`config.mk`:
```
export PLATFORM = sky130hd
export DESIGN_NAME = rhtr_front
export DESIGN_NICKNAME = d
export VERILOG_FILES = /design/src/rtl/rhtr_pkg.sv /design/src/rtl/rhtr_front.sv
export SDC_FILE = /design/constraint.sdc
export NUM_CORES = 1
export LEC_CHECK = 0
export ABC_AREA = 1
export BUFFER_PORTS_ARGS = -buffer_cell sky130_fd_sc_hd__buf_2
export CORE_ASPECT_RATIO = 0.6
export CORE_UTILIZATION = 40
export CTS_CLUSTER_DIAMETER = 30
export CTS_CLUSTER_SIZE = 25
export DETAILED_ROUTE_END_ITERATION = 16
export PLACE_DENSITY = 0.54
export SYNTH_ARGS = -nofsm -noshare
export SYNTH_HDL_FRONTEND = slang
export SYNTH_SLANG_ARGS = --single-unit
```
`constraint.sdc`:
```
create_clock -name clock -period 10.4 [get_ports clock]
set_input_delay 0.52 -clock clock [delete_from_list [all_inputs] [get_ports clock]]
set_output_delay 0.52 -clock clock [all_outputs]
set_load 0.01 [all_outputs]
```
`src/rtl/rhtr_pkg.sv`:
```
// ----------------------------------------------------------------------------
// rhtr_pkg
// shared types and codes of the reference count hash tracker
// ----------------------------------------------------------------------------
`default_nettype none

package rhtr_pkg;

   localparam logic [2:0] ACT_ADD    = 3'd0;
   localparam logic [2:0] ACT_REMOVE = 3'd1;
   localparam logic [2:0] ACT_STEAL  = 3'd2;
   localparam logic [2:0] ACT_FORGET = 3'd3;
   localparam logic [2:0] ACT_REPORT = 3'd4;

   localparam logic [31:0] KEY_EMPTY  = 32'd0;
   localparam logic [31:0] KEY_TOMB   = 32'd1;
   localparam logic [31:0] HASH_MULT  = 32'd2654435761;
   localparam int          HASH_SHIFT = 13;
   localparam int          HASH_BITS  = 32 - HASH_SHIFT;
   localparam int          QUEUE_DEPTH = 4;
   localparam int          QPTR_BITS   = 2;
   localparam logic [12:0] SAT13       = 13'd8191;

   typedef enum logic [2:0] {
      STATUS_OK        = 3'd0,
      STATUS_IGNORED   = 3'd1,
      STATUS_FULL      = 3'd2,
      STATUS_STEAL_ERR = 3'd3,
      STATUS_FROZEN    = 3'd4
   } status_type;

   typedef enum logic [2:0] {
      BS_CLEAR,
      BS_IDLE,
      BS_DISPATCH,
      BS_READ,
      BS_CHECK,
      BS_SCAN,
      BS_FINISH
   } back_state_type;

   typedef struct packed {
      logic [2:0]           action;
      logic [31:0]          key;
      logic [31:0]          caller;
      logic                 held_nz;
      logic [31:0]          since;
      logic [HASH_BITS-1:0] home;
      logic                 reserved;
   } req_entry_type;

endpackage

`default_nettype wire

```
`src/rtl/rhtr_front.sv`:
```
// ----------------------------------------------------------------------------
// rhtr_front
// accepts items, hashes and classifies them, and queues them for the back end
// ----------------------------------------------------------------------------
`default_nettype none

module rhtr_front
   import rhtr_pkg::*;
(
   input  wire logic          clock,
   input  wire logic          reset,
   input  wire logic          req_valid,
   output logic               req_stall,
   input  wire logic [2:0]    req_action,
   input  wire logic [31:0]   req_cluster_address,
   input  wire logic [31:0]   req_caller_tag,
   input  wire logic [31:0]   req_held_count,
   input  wire logic [31:0]   req_since_epoch,
   output req_entry_type      head,
   output logic               head_valid,
   input  wire logic          pop
);

   req_entry_type           queue_ff [QUEUE_DEPTH];
   logic [QPTR_BITS-1:0]    wr_ptr_ff, wr_ptr_in;
   logic [QPTR_BITS-1:0]    rd_ptr_ff, rd_ptr_in;
   logic [QPTR_BITS:0]      fill_ff, fill_in;
   logic                    push;
   logic [31:0]             product;
   req_entry_type           entry;

   assign req_stall  = (fill_ff == (QPTR_BITS+1)'(QUEUE_DEPTH));
   assign push       = req_valid && !req_stall;
   assign head       = queue_ff[rd_ptr_ff];
   assign head_valid = (fill_ff != '0);

   // home slot hash
   assign product = {4'b0000, req_cluster_address[31:4]} * HASH_MULT;

   always_comb begin
      entry          = '0;
      entry.action   = req_action;
      entry.key      = req_cluster_address;
      entry.caller   = req_caller_tag;
      entry.held_nz  = (req_held_count != 32'd0);
      entry.since    = req_since_epoch;
      entry.home     = product[31:HASH_SHIFT];
      entry.reserved = (req_cluster_address == KEY_EMPTY) ||
                       (req_cluster_address == KEY_TOMB);
   end

   always_comb begin
      wr_ptr_in = push ? wr_ptr_ff + 1'b1 : wr_ptr_ff;
      rd_ptr_in = pop ? rd_ptr_ff + 1'b1 : rd_ptr_ff;
      fill_in   = fill_ff;
      if (push && !pop) begin
         fill_in = fill_ff + 1'b1;
      end else if (pop && !push) begin
         fill_in = fill_ff - 1'b1;
      end
   end

   always_ff @(posedge clock) begin
      if (reset) begin
         wr_ptr_ff <= '0;
         rd_ptr_ff <= '0;
         fill_ff   <= '0;
      end else begin
         wr_ptr_ff <= wr_ptr_in;
         rd_ptr_ff <= rd_ptr_in;
         fill_ff   <= fill_in;
      end
   end

   always_ff @(posedge clock) begin
      if (push) begin
         queue_ff[wr_ptr_ff] <= entry;
      end
   end

endmodule

`default_nettype wire

```
# Word level (Yosys, flattened, before mapping)
# Memory sizes are Yosys's and may differ from the RTL's. A register that Yosys moved wholly into a read port is not among the register bits.
# Cells that the tools add are included.
# totals
reg_bits	7
latch_bits	0
ramBits	480
rom_bits	0
inputBits	135
output_inout_bits	122
mem_count	1
# mem_list
memory	depth	word_bits	read_ports	rd_clocked_by_memory_dff	wr	line	source
queue_ff	4	120	1	1	1	rhtr_front.sv:24	req_entry_type queue_ff [QUEUE_DEPTH];
# classes
n_addsub	4
n_mul	1
div_mod_pow	0
magnitude_cmp	0
eq_ne	2
shifts	0
n_mux	6
bitwise	0
n_reduce_logical	11
# op_table
op	n
32-bit by 1-bit equality test with 1-bit output, second input constant	1
32-bit logical NOT	1
28-bit by 32-bit multiplier with 32-bit output, second input constant	1
32-bit nonzero test	1
3-bit 2-to-1 mux	2
2-bit by 1-bit adder with 2-bit output, second input constant	2
2-bit 2-to-1 mux	2
3-bit by 1-bit adder with 3-bit output, second input constant	1
3-bit equality test, second input constant	1
1-bit logical AND	3
1-bit logical NOT	3
3-bit nonzero test	1
3-bit by 1-bit subtractor with 3-bit output, second input constant	1
1-bit 2-to-1 mux	2
2-bit nonzero test	1
1-bit logical OR	1

# Logic depth before layout (Yosys ltp)
# Gate-level depths: netlist of the first run.
# depth
ltp_word	7
mapped_depth	28

# Worst setup path after synthesis of the first run
# Ideal clock, no wire load.
# synth_path
path_type	input to register
startpoint	in req_valid
endpoint	mem queue_ff[0][0] in the netlist's numbering, enable pin
setup_ns	0.600
arrival_ns	5.823
path_slack_ns	3.976
cell_stages	4
n_path_buf	0
path_cell_list	inv_1 nor2_1 inv_1 nor2_1
# synth_via
elab_chain_cells	3
# synth_lines
element	line	source
from (decl)	rhtr_front.sv:12	input wire logic req_valid,
1-bit logical AND	rhtr_front.sv:33	assign push = req_valid && !req_stall;
via push	rhtr_front.sv:28	logic push;
1-bit 2-to-1 mux	rhtr_front.sv:76	if (push) begin
1-bit 2-to-1 mux (implied by the code)	rhtr_front.sv:77	queue_ff[wr_ptr_ff] <= entry;
to (decl)	rhtr_front.sv:24	
# The timed path passes the listed nets, and every way through them passes these cells.

==> results of run 1 <==
[kinds of logic after synthesis]
group | synth area share (%)
AOI/OAI and AO/OA | 8.74
adders and majority gates | 22.2
xor gates and xnor gates | 0.775
and+or+nand+nor | 7.44
DFF | 53.8
buffers and inverters | 7.07
[cells in the final DEF, fill, tap and decap left out, types with 5 or more instances in the layout]
| master | n |
|---|---|
| xnor2_1 | 8 |
| ha_1 | 180 |
| inv_6 | 7 |
| dfxtp_1 | 7 |
| bufinv_16 | 17 |
| nand2_1 | 133 |
| clkinvlp_4 | 12 |
| clkinv_1 | 6 |
| o22ai_1 | 120 |
| nor3_1 | 7 |
| nand3_1 | 28 |
| a21oi_1 | 34 |
| buf_4 | 10 |
| edfxtp_1 | 480 |
| a21oi_2 | 5 |
| fa_1 | 188 |
| o21ai_1 | 6 |
| xor2_1 | 16 |
| clkbuf_16 | 78 |
| o21ai_0 | 254 |
| inv_1 | 416 |
| clkinv_2 | 11 |
| nor2_4 | 5 |
| clkbuf_1 | 5 |
| nor2_1 | 280 |
| nand4_1 | 6 |
| buf_2 | 256 |
| nor4_1 | 9 |
[state kept, by name, indices dropped and copies added (netlist names), named ones only]
register	count
queue_ff	480
fill_ff	3
rd_ptr_ff	2
wr_ptr_ff	2
[final cells by class]
cell class | count | area share [%]
multi-input cells | 1314 | 33.0
flip-flops and latches | 489 | 45.3
well taps | 900 | 3.49
clock inverters | 61 | 2.85
repair buffers | 268 | 4.33
clock buffers | 83 | 6.11
inverters | 422 | 4.93
[worst max-delay path, delay by kind of cell]
kind            cells  cell delay, ns
compound gates      1            0.09
xor+xnor            1            0.29
fa+ha+maj           8            4.20
buf+inv             6            0.54
simple gates        5            0.76
[layer usage]
metal	track usage, %	up-vias	share of wire, %
met5	0	-	0.043
met4	4.85	4	1.6
met3	5.15	85	6.9
met2	29.5	483	41
met1	33.1	8842	51
li1	-	8354	-
[stage by stage]
stage	cell area [µm²]	util, %	worst slack, ns
2_1_floorplan	27100	-	3.98
3_3_place_gp	29400	44.0	3.77
3_5_place_dp	29400	44.0	3.81
4_1_cts	32300	48.4	4.47
5_1_grt	32300	48.4	4.16
6_report	32300	48.4	4.42
[worst paths after layout]
path                                                 from                   endpoint  slack [ns]
worst max-delay path               req_cluster_address[8]  queue_ff[3][15]$_DFFE_PP_        4.42
worst min-delay path                   req_since_epoch[9]  queue_ff[3][29]$_DFFE_PP_        0.09
worst max register to register    fill_ff[0]$_SDFFE_PP0P_  queue_ff[1][20]$_DFFE_PP_        6.61
worst min register to register  wr_ptr_ff[0]$_SDFFE_PP0P_  wr_ptr_ff[0]$_SDFFE_PP0P_        0.51
==> run_results.csv, run 1 <==
group,metric,value,unit
outcome,status,"finished clean",
floorplanning,die_h,204,µm
floorplanning,die_area,68900,µm²
timing,maxSlewViolCount,0,
grt,grt_use_total,21.3,%
timing,finalHoldViolations,0,
synthesis,yosysMostFrequentCell,"edfxtp_1",
worst_setup_path,crit_arrival,6.40,ns
synthesis,synthArstFlopShare,0,%
worst_setup_path,crit_required,10.82,ns
cts,clock_latency,0.63,ns
worst_setup_path,slowest_stage,"fa_1",
route,drt_wl_total,72500,µm
cells_and_area,fin_nets,3076,
placement,gp_congestion,0.921,
synthesis,synthCells,2304,
cts,cts.sinks,489,
floorplanning,io_pins,257,
worst_setup_path,startpoint_type,"input port",
cts,cts_hold_buf,0,
worst_setup_path,crit_path_cell_trace,"buf_2 -> fa_1 -> inv_1 -> fa_1 -> fa_1 -> inv_1 -> fa_1 -> fa_1 -> fa_1 -> inv_1 -> fa_1 -> inv_1 -> ha_1 -> nand2_1 -> inv_1 -> nand2_1 -> nor2_1 -> nand4_1 -> nand3_1 -> a21oi_2 -> xnor2_1",
route,via_per_inst,5.02,
timing,finClkSkew,0.0326,ns
floorplanning,row_count,73,
floorplanning,start_util,40.7,%
grt,grt_max_degree,179,
cells_and_area,diodes,0,
cts,cts_setup_buffers,0,
synthesis,synth.top_cell.area_share,53.1,%
cts,path_clk_slew,0.05,ns
timing,worst_pin_slew,1.16,ns
synthesis,yosys-top-cells-count,"edfxtp_1 (480), inv_1 (417), nor2_1 (284)",
synthesis,netlist_area,27100,µm²
timing,setup_violations,0,
synthesis,yosysTopAreaCell,"edfxtp_1",
synthesis,yosys_register_bits,489,
synthesis,avgSynthCellArea,11.8,µm²
route,wl_per_cell,20.5,µm
floorplanning,fp.dieW,338,µm
cells_and_area,drive_gt1_share,16.5,%
synthesis,synth_edf_count,480,
route,dr.pass1.iters,6,
route,ant_nets,0,
cells_and_area,multiInputGateArea,10700,µm²
run,maxCapViolations,0,
timing,fmax,0.167,GHz
timing,rsz0062_at_grt,"no",
worst_setup_path,critical_path_class,"in2reg",
cells_and_area,syn_to_final_growth,18.9,%
synthesis,yosysSeqAreaShare,53.8,%
cts,clk_path_buf_depth,3,
synthesis,synthTopCellsByArea,"edfxtp_1 (53%), fa_1 (14%), ha_1 (8.3%), inv_1 (5.8%), o21ai_0 (4.7%)",
timing,post-route-period-util,57.5,%
route,vias,17800,
placement,io_buffers,256,
timing,tns,0,ns
route,first_iter_violations,1351,
worst_setup_path,crit_path_max_incr_delay,0.75,ns
cts,numCtsBuffers,78,
worst_setup_path,crit_path_end_kind,"register",
grt,grt_overflow,0,
cts,cts_root_buf,"clkbuf_16",
cells_and_area,fin_cells,3537,
cts,cts_resized,0,
worst_hold_path,worstHoldPathCells,1,
cells_and_area,register_area,14600,µm²
placement,dpl.cell_count,3393,
timing,period_minus_slack,5.98,ns
worst_hold_path,hold_class,"in2reg",
floorplanning,fp.coreArea,66700,µm²
synthesis,synth_top_flop_cell,"edfxtp_1",
worst_setup_path,crit_fanout,10,
route,drc_errors,0,
worst_setup_path,r2r_cells,6,
grt,grt_pass1_vias,17900,
cells_and_area,nFillCells,5926,
timing,fin_hold_ws,0.0936,ns
grt,grt_pass1_wl,110000,µm
worst_setup_path,crit_top_cell,"fa_1",
grt,antenna_found_initial,3,
synthesis,syn-num-nets,2807,
placement,dp_hpwl,50000,µm
synthesis,yosysWarnings,0,
timing,timing.slew.headroom,22.6,%
cts,tritoncts,"built",
cts,htree_levels,3,
synthesis,synth.distinct_cells,41,
Power of run 1 is left out: the tool's default activity adds up to more than one toggle a clock period on the data nets, which glitch-free logic cannot reach.
==> inputs of run 2 (changes only) <==
==> constraint.sdc (replaced) <==
create_clock -name clock -period 5.54 [get_ports clock]
set_input_delay 0.277 -clock clock [delete_from_list [all_inputs] [get_ports clock]]
set_output_delay 0.277 -clock clock [all_outputs]
set_load 0.01 [all_outputs]
==> run 2 against run 1 <==
  * Via count is 5.6% higher
  * Setup slack got worse by 4.3 ns
  * Design area is 7.0% higher
  * Clock-buffer cell count is 8 higher
  * Die area stayed put
==> run_results.csv, run 2 (same netlist as run 1, synthesis figures left out) <==
group,metric,value,unit
outcome,status,"finished clean",
floorplanning,die_area,68900,µm²
worst_hold_path,hold_class,"in2reg",
floorplanning,start_util,40.7,%
route,wl_per_cell,19.7,µm
floorplanning,die_h,204,µm
cells_and_area,regMostFlops,"queue_ff",
cells_and_area,fin_nets,3331,
timing,finClkSkew,0.0343,ns
worst_hold_path,worstHoldPathCells,5,
timing,fin_hold_ws,0.0473,ns
timing,setup_violations,0,
worst_setup_path,regToRegEndpoint,"queue_ff[1][109]$_DFFE_PP_",
worst_setup_path,r2r_cells,5,
worst_setup_path,startpoint_type,"input port",
timing,fmax,0.186,GHz
cts,cts_root_buf,"clkbuf_16",
cells_and_area,mostFrequentLayoutCells,"edfxtp_1 (480), inv_1 (413), nor2_1 (280)",
worst_hold_path,holdCritStartpoint,"req_valid",
cts,htree_levels,3,
worst_setup_path,crit_path_end_kind,"register",
timing,setup_ws,0.165,ns
worst_setup_path,crit_required,5.88,ns
timing,maxSlewViolCount,0,
worst_hold_path,whs_endpoint,"wr_ptr_ff[0]$_SDFFE_PP0P_",
cells_and_area,layout_commonest_cell,"edfxtp_1",
grt,antenna_found_initial,4,
placement,io_buffers,256,
timing,post-route-period-util,97.0,%
timing,period_minus_slack,5.37,ns
grt,grt_pass1_wl,114000,µm
cells_and_area,reg.largest.list,"queue_ff x480, fill_ff x3",
placement,dp_slack,-0.668,ns
cts,tritoncts,"built",
cells_and_area,drive_gt1_share,22.0,%
run,maxCapViolations,0,
grt,grt_max_degree,131,
route,first_iter_violations,1279,
floorplanning,fp.coreArea,66700,µm²
worst_setup_path,rrSetupSlack,2.79,ns
cells_and_area,final_core_util,51.8,%
placement,gp_congestion,0.912,
cts,numCtsBuffers,79,
cells_and_area,largest_reg_flops,480,
cells_and_area,diodes,0,
route,dr.pass1.iters,5,
grt,grt_overflow,0,
cells_and_area,syn_to_final_growth,27.2,%
cts,clk_path_buf_depth,3,
grt,grt_pass1_vias,19300,
timing,finalHoldViolations,0,
grt,grt_use_total,22.0,%
timing,timing.slew.headroom,26.3,%
cts,clock_latency,0.63,ns
worst_setup_path,crit_fanout,7,
route,drt_wl_total,74500,µm
route,via_per_inst,4.95,
route,drc_errors,0,
timing,worst_pin_slew,1.10,ns
worst_setup_path,crit_arrival,5.71,ns
route,ant_nets,0,
cts,path_clk_slew,0.05,ns
floorplanning,io_pins,257,
worst_setup_path,reg2reg_from,"fill_ff[0]$_SDFFE_PP0P_",
floorplanning,row_count,73,
floorplanning,fp.dieW,338,µm
placement,dp_hpwl,53200,µm
cts,cts.sinks,489,
worst_setup_path,critical_path_class,"in2reg",
route,vias,18800,
[run 2: how the worst max path moves through the flow]
stage,startpoint,to,slack (ns),depth (start not counted)
6_report,req_cluster_address[27],queue_ff[3][18]$_DFFE_PP_,0.17,23
5_1_grt,req_cluster_address[12],queue_ff[3][18]$_DFFE_PP_,-0.02,25
3_5_place_dp,req_cluster_address[10],queue_ff[1][16]$_DFFE_PP_,-0.67,23
2_1_floorplan,fill_ff[0]$_SDFFE_PP0P_,queue_ff[0][0]$_DFFE_PP_,-0.85,4
3_3_place_gp,req_cluster_address[10],queue_ff[3][18]$_DFFE_PP_,-0.69,25
4_1_cts,req_cluster_address[10],queue_ff[3][18]$_DFFE_PP_,0.02,25
[run 2: area by class of cell]
| type | count | area, µm² |
|---|---|---|
| flip-flops and latches | 489 | 14600 |
| repair buffers | 522 | 3540 |
| fillers | 5881 | 32200 |
| clock buffers | 91 | 2020 |
| clock inverters | 49 | 795 |
| well taps | 900 | 1130 |
| multi-input cells | 1314 | 10800 |
| inverters | 422 | 1590 |
[run 2: repair_timing]
| action | in CTS | in global routing |
|---|---|---|
| endpoints found under the setup margin | 8 | 52 |
| endpoints found under the hold margin | 317 | 0 |
| setup buffers | 0 | 1 |
| pin swaps | 0 | 4 |
| hold buffers | 80 | 0 |
| cloned | 0 | 0 |
| resized for setup | 2 | 43 |
[run 2: layer usage]
layer  vias to the layer above  part of all wire (%)  GRT usage (%)  routed length [µm]
met2                       487                    41           30.9               30400
met1                      9329                    51           34.2               38300
met4                         2                   1.5           4.72                1150
met5                         -                 0.011              0                   8
met3                        80                   6.2           5.08                4620
li1                       8865                     -              -                   -
[run 2: per-stage QoR]
stage | cells | instance area [µm²] | TNS (ns)
final | 3787 | 34500 | 0
after global routing | 3787 | 34500 | -0.0915
after CTS | 3786 | 34300 | 0
after detailed placement | 3566 | 30700 | -28.37
after global placement | 3566 | 30700 | -25.27
after floorplan | 2304 | 27100 | -408.92
[run 2: worst max-delay path: stages]
cell           delay, ns
dlygate4sd3_1       0.53
clkbuf_4            0.19
ha_2                0.20
inv_1               0.06
fa_1                0.47
inv_1               0.05
fa_1                0.55
fa_1                0.43
fa_1                0.46
fa_1                0.50
inv_1               0.06
fa_1                0.52
inv_1               0.06
ha_1                0.33
buf_4               0.18
nand2_1             0.06
nor2_1              0.06
a21oi_1             0.19
o21ai_2             0.10
a31oi_4             0.19
nand2_1             0.08
nand2_1             0.06
nand2_1             0.10
Power of run 2 is left out for the same reason.
==> inputs of run 3 (changes only) <==
==> constraint.sdc (replaced) <==
create_clock -name clock -period 5.54 [get_ports clock]
set_input_delay 0.831 -clock clock [delete_from_list [all_inputs] [get_ports clock]]
set_output_delay 0.831 -clock clock [all_outputs]
set_load 0.01 [all_outputs]
==> run 3 against run 2 <==
  * Critical path depth is 2 lower
  * Via count down 1.4%
  * Sequential share of layout area decreased by 0.86 points
  * Highest routed layer unchanged
  * Cell count is 0.95% lower
  * Global-route usage grew 0.24 points
  * Clock skew is 0.012 ns lower
  * Die area is the same
  * Register-to-register slack gained 0.06 ns
  * Design area up 2.1%
  * Clock-buffer cell count shrank 10
  * Wire length grew 1.2%
  * The run now ends with negative setup slack left
  * Sequential cell count unchanged
==> run_results.csv, run 3 (same netlist as run 1, synthesis figures left out) <==
group,metric,value,unit
floorplanning,start_util,40.7,%
grt,grt_overflow,0,
timing,fin_hold_ws,0.421,ns
route,vias,18500,
route,ant_nets,0,
worst_hold_path,worstHoldPathCells,1,
worst_setup_path,reg2reg_from,"fill_ff[0]$_SDFFE_PP0P_",
timing,finalHoldViolations,0,
floorplanning,die_h,204,µm
run,maxCapViolations,0,
timing,worst_pin_slew,1.02,ns
cells_and_area,regMostFlops,"queue_ff",
placement,placedInstanceArea,31300,µm²
worst_setup_path,slowest_stage,"fa_2",
placement,gp_congestion,0.922,
worst_setup_path,critical_path_class,"in2reg",
worst_setup_path,crit_fanout,4,
floorplanning,io_pins,257,
placement,io_buffers,256,
route,via_per_inst,4.93,
timing,rsz0062_at_grt,"yes",
cells_and_area,layout_commonest_cell,"edfxtp_1",
timing,fmax,0.176,GHz
placement,dp_hpwl,53700,µm
route,first_iter_violations,1070,
worst_setup_path,rrSetupSlack,2.85,ns
cells_and_area,mostFrequentLayoutCells,"edfxtp_1 (480), inv_1 (368), nor2_1 (264)",
cells_and_area,reg.largest.list,"queue_ff x480, fill_ff x3",
cells_and_area,syn_to_final_growth,29.9,%
worst_hold_path,whs_endpoint,"queue_ff[1][72]$_DFFE_PP_",
worst_setup_path,crit_path_max_incr_delay,0.57,ns
cells_and_area,fin_nets,3291,
worst_setup_path,crit_arrival,6.06,ns
floorplanning,row_count,73,
grt,antenna_found_initial,9,
cells_and_area,fin_area,35200,µm²
route,drc_errors,0,
cells_and_area,largest_reg_flops,480,
floorplanning,die_area,68900,µm²
outcome,failed_checks,"negative setup slack",
grt,grt_use_total,22.2,%
worst_setup_path,regToRegEndpoint,"queue_ff[2][91]$_DFFE_PP_",
timing,setup_ws,-0.151,ns
worst_setup_path,r2r_cells,5,
route,wl_per_cell,20.1,µm
timing,tns,-4.51,ns
timing,post-route-period-util,103,%
worst_setup_path,crit_required,5.91,ns
cells_and_area,nFillCells,5826,
route,dr.pass1.iters,5,
grt,grt_pass1_wl,116000,µm
worst_hold_path,hold_class,"in2reg",
worst_setup_path,startpoint_type,"input port",
outcome,status,"finished, violations left",
cts,numCtsBuffers,74,
cts,cts.sinks,489,
grt,grt_max_degree,135,
cts,cts_hold_buf,0,
floorplanning,fp.coreArea,66700,µm²
cts,tritoncts,"built",
cells_and_area,final_core_util,52.8,%
cts,htree_levels,3,
timing,timing.slew.headroom,31.8,%
worst_hold_path,holdCritStartpoint,"req_caller_tag[19]",
cts,clock_latency,0.61,ns
cts,clk_path_buf_depth,3,
route,drt_wl_total,75400,µm
cts,path_clk_slew,0.06,ns
timing,setup_violations,52,
cts,cts_root_buf,"clkbuf_16",
cells_and_area,drive_gt1_share,30.0,%
timing,finClkSkew,0.0227,ns
grt,grt_pass1_vias,19000,
timing,period_minus_slack,5.69,ns
worst_setup_path,crit_path_cell_trace,"buf_8 -> fa_2 -> buf_6 -> fa_2 -> inv_2 -> fa_1 -> fa_1 -> inv_2 -> fa_1 -> inv_2 -> fa_2 -> fa_1 -> inv_2 -> ha_4 -> a21o_1 -> nand2_2 -> nand3_2 -> a21oi_4 -> o21ai_2 -> xor2_2 -> buf_6",
worst_setup_path,crit_path_end_kind,"register",
timing,maxSlewViolCount,0,
floorplanning,fp.dieW,338,µm
run 3: changes by cell type in the layout (fill, tap and decap cells not counted), moves of 15 or more:
| cell | delta |
|---|---|
| buf_4 | +17 |
| buf_6 | +27 |
| dlygate4sd3_1 | -80 |
| fa_1 | -21 |
| fa_2 | +21 |
| ha_1 | -19 |
| ha_4 | +21 |
| inv_1 | -45 |
| inv_2 | +39 |
| nand2_1 | -32 |
| nand2_2 | +15 |
| nand2_4 | +15 |
| nor2_1 | -16 |
run 3: layout make-up:
class / count / area (µm²) / share of cell area (%)
Inverter: 422 / 1610 / 4.56
Timing Repair Buffer: 487 / 3360 / 9.53
Antenna cell: 2 / 5.00 / 0.0142
Sequential cell: 489 / 14600 / 41.5
Clock buffer: 81 / 1880 / 5.33
Clock inverter: 56 / 721 / 2.05
Multi-Input combinational cell: 1314 / 11900 / 33.9
Tap cell: 900 / 1130 / 3.20
run 3: stage by stage:
step	setup slack, ns	cells
after floorplan	-1.19	2304
after global placement	-0.999	3583
after detailed placement	-0.973	3583
after CTS	-0.152	3737
after global routing	-0.278	3750
final	-0.151	3751
run 3: timing repair:
item | CTS | global route
gates resized for setup | 135 | 126
pin swaps | 59 | 103
endpoints found under the setup margin | 64 | 72
setup buffers | 21 | 15
run 3: worst max-delay path: cells and delay by family:
kind	cells	cell delay (ns)
AO/OA/AOI/OAI	3	0.47
adder cells (fa/ha/maj)	8	3.75
AND/OR/NAND/NOR	2	0.23
buffers and inverters	7	0.59
XOR/XNOR	1	0.17
run 3: worst max path at each step:
| stage | start | depth (start not counted) | slack, ns | end |
|---|---|---|---|---|
| 6_report | req_cluster_address[7] | 21 | -0.15 | queue_ff[0][7]$_DFFE_PP_ |
| 5_1_grt | req_cluster_address[15] | 23 | -0.28 | queue_ff[0][19]$_DFFE_PP_ |
| 4_1_cts | req_cluster_address[12] | 21 | -0.15 | queue_ff[3][12]$_DFFE_PP_ |
| 3_5_place_dp | req_cluster_address[10] | 22 | -0.97 | queue_ff[1][12]$_DFFE_PP_ |
| 3_3_place_gp | req_cluster_address[7] | 21 | -1.0 | queue_ff[0][11]$_DFFE_PP_ |
| 2_1_floorplan | req_valid | 4 | -1.19 | queue_ff[0][0]$_DFFE_PP_ |
run 3: routing by layer:
metal / up-vias / track usage, % / share of wire (%)
met3: 99 / 6.04 / 6.8
met5: - / 0 / 0.064
met2: 504 / 32.5 / 43
met4: 8 / 5.16 / 1.7
met1: 9116 / 32.8 / 48
li1: 8771 / - / -
Power of run 3 is left out for the same reason.
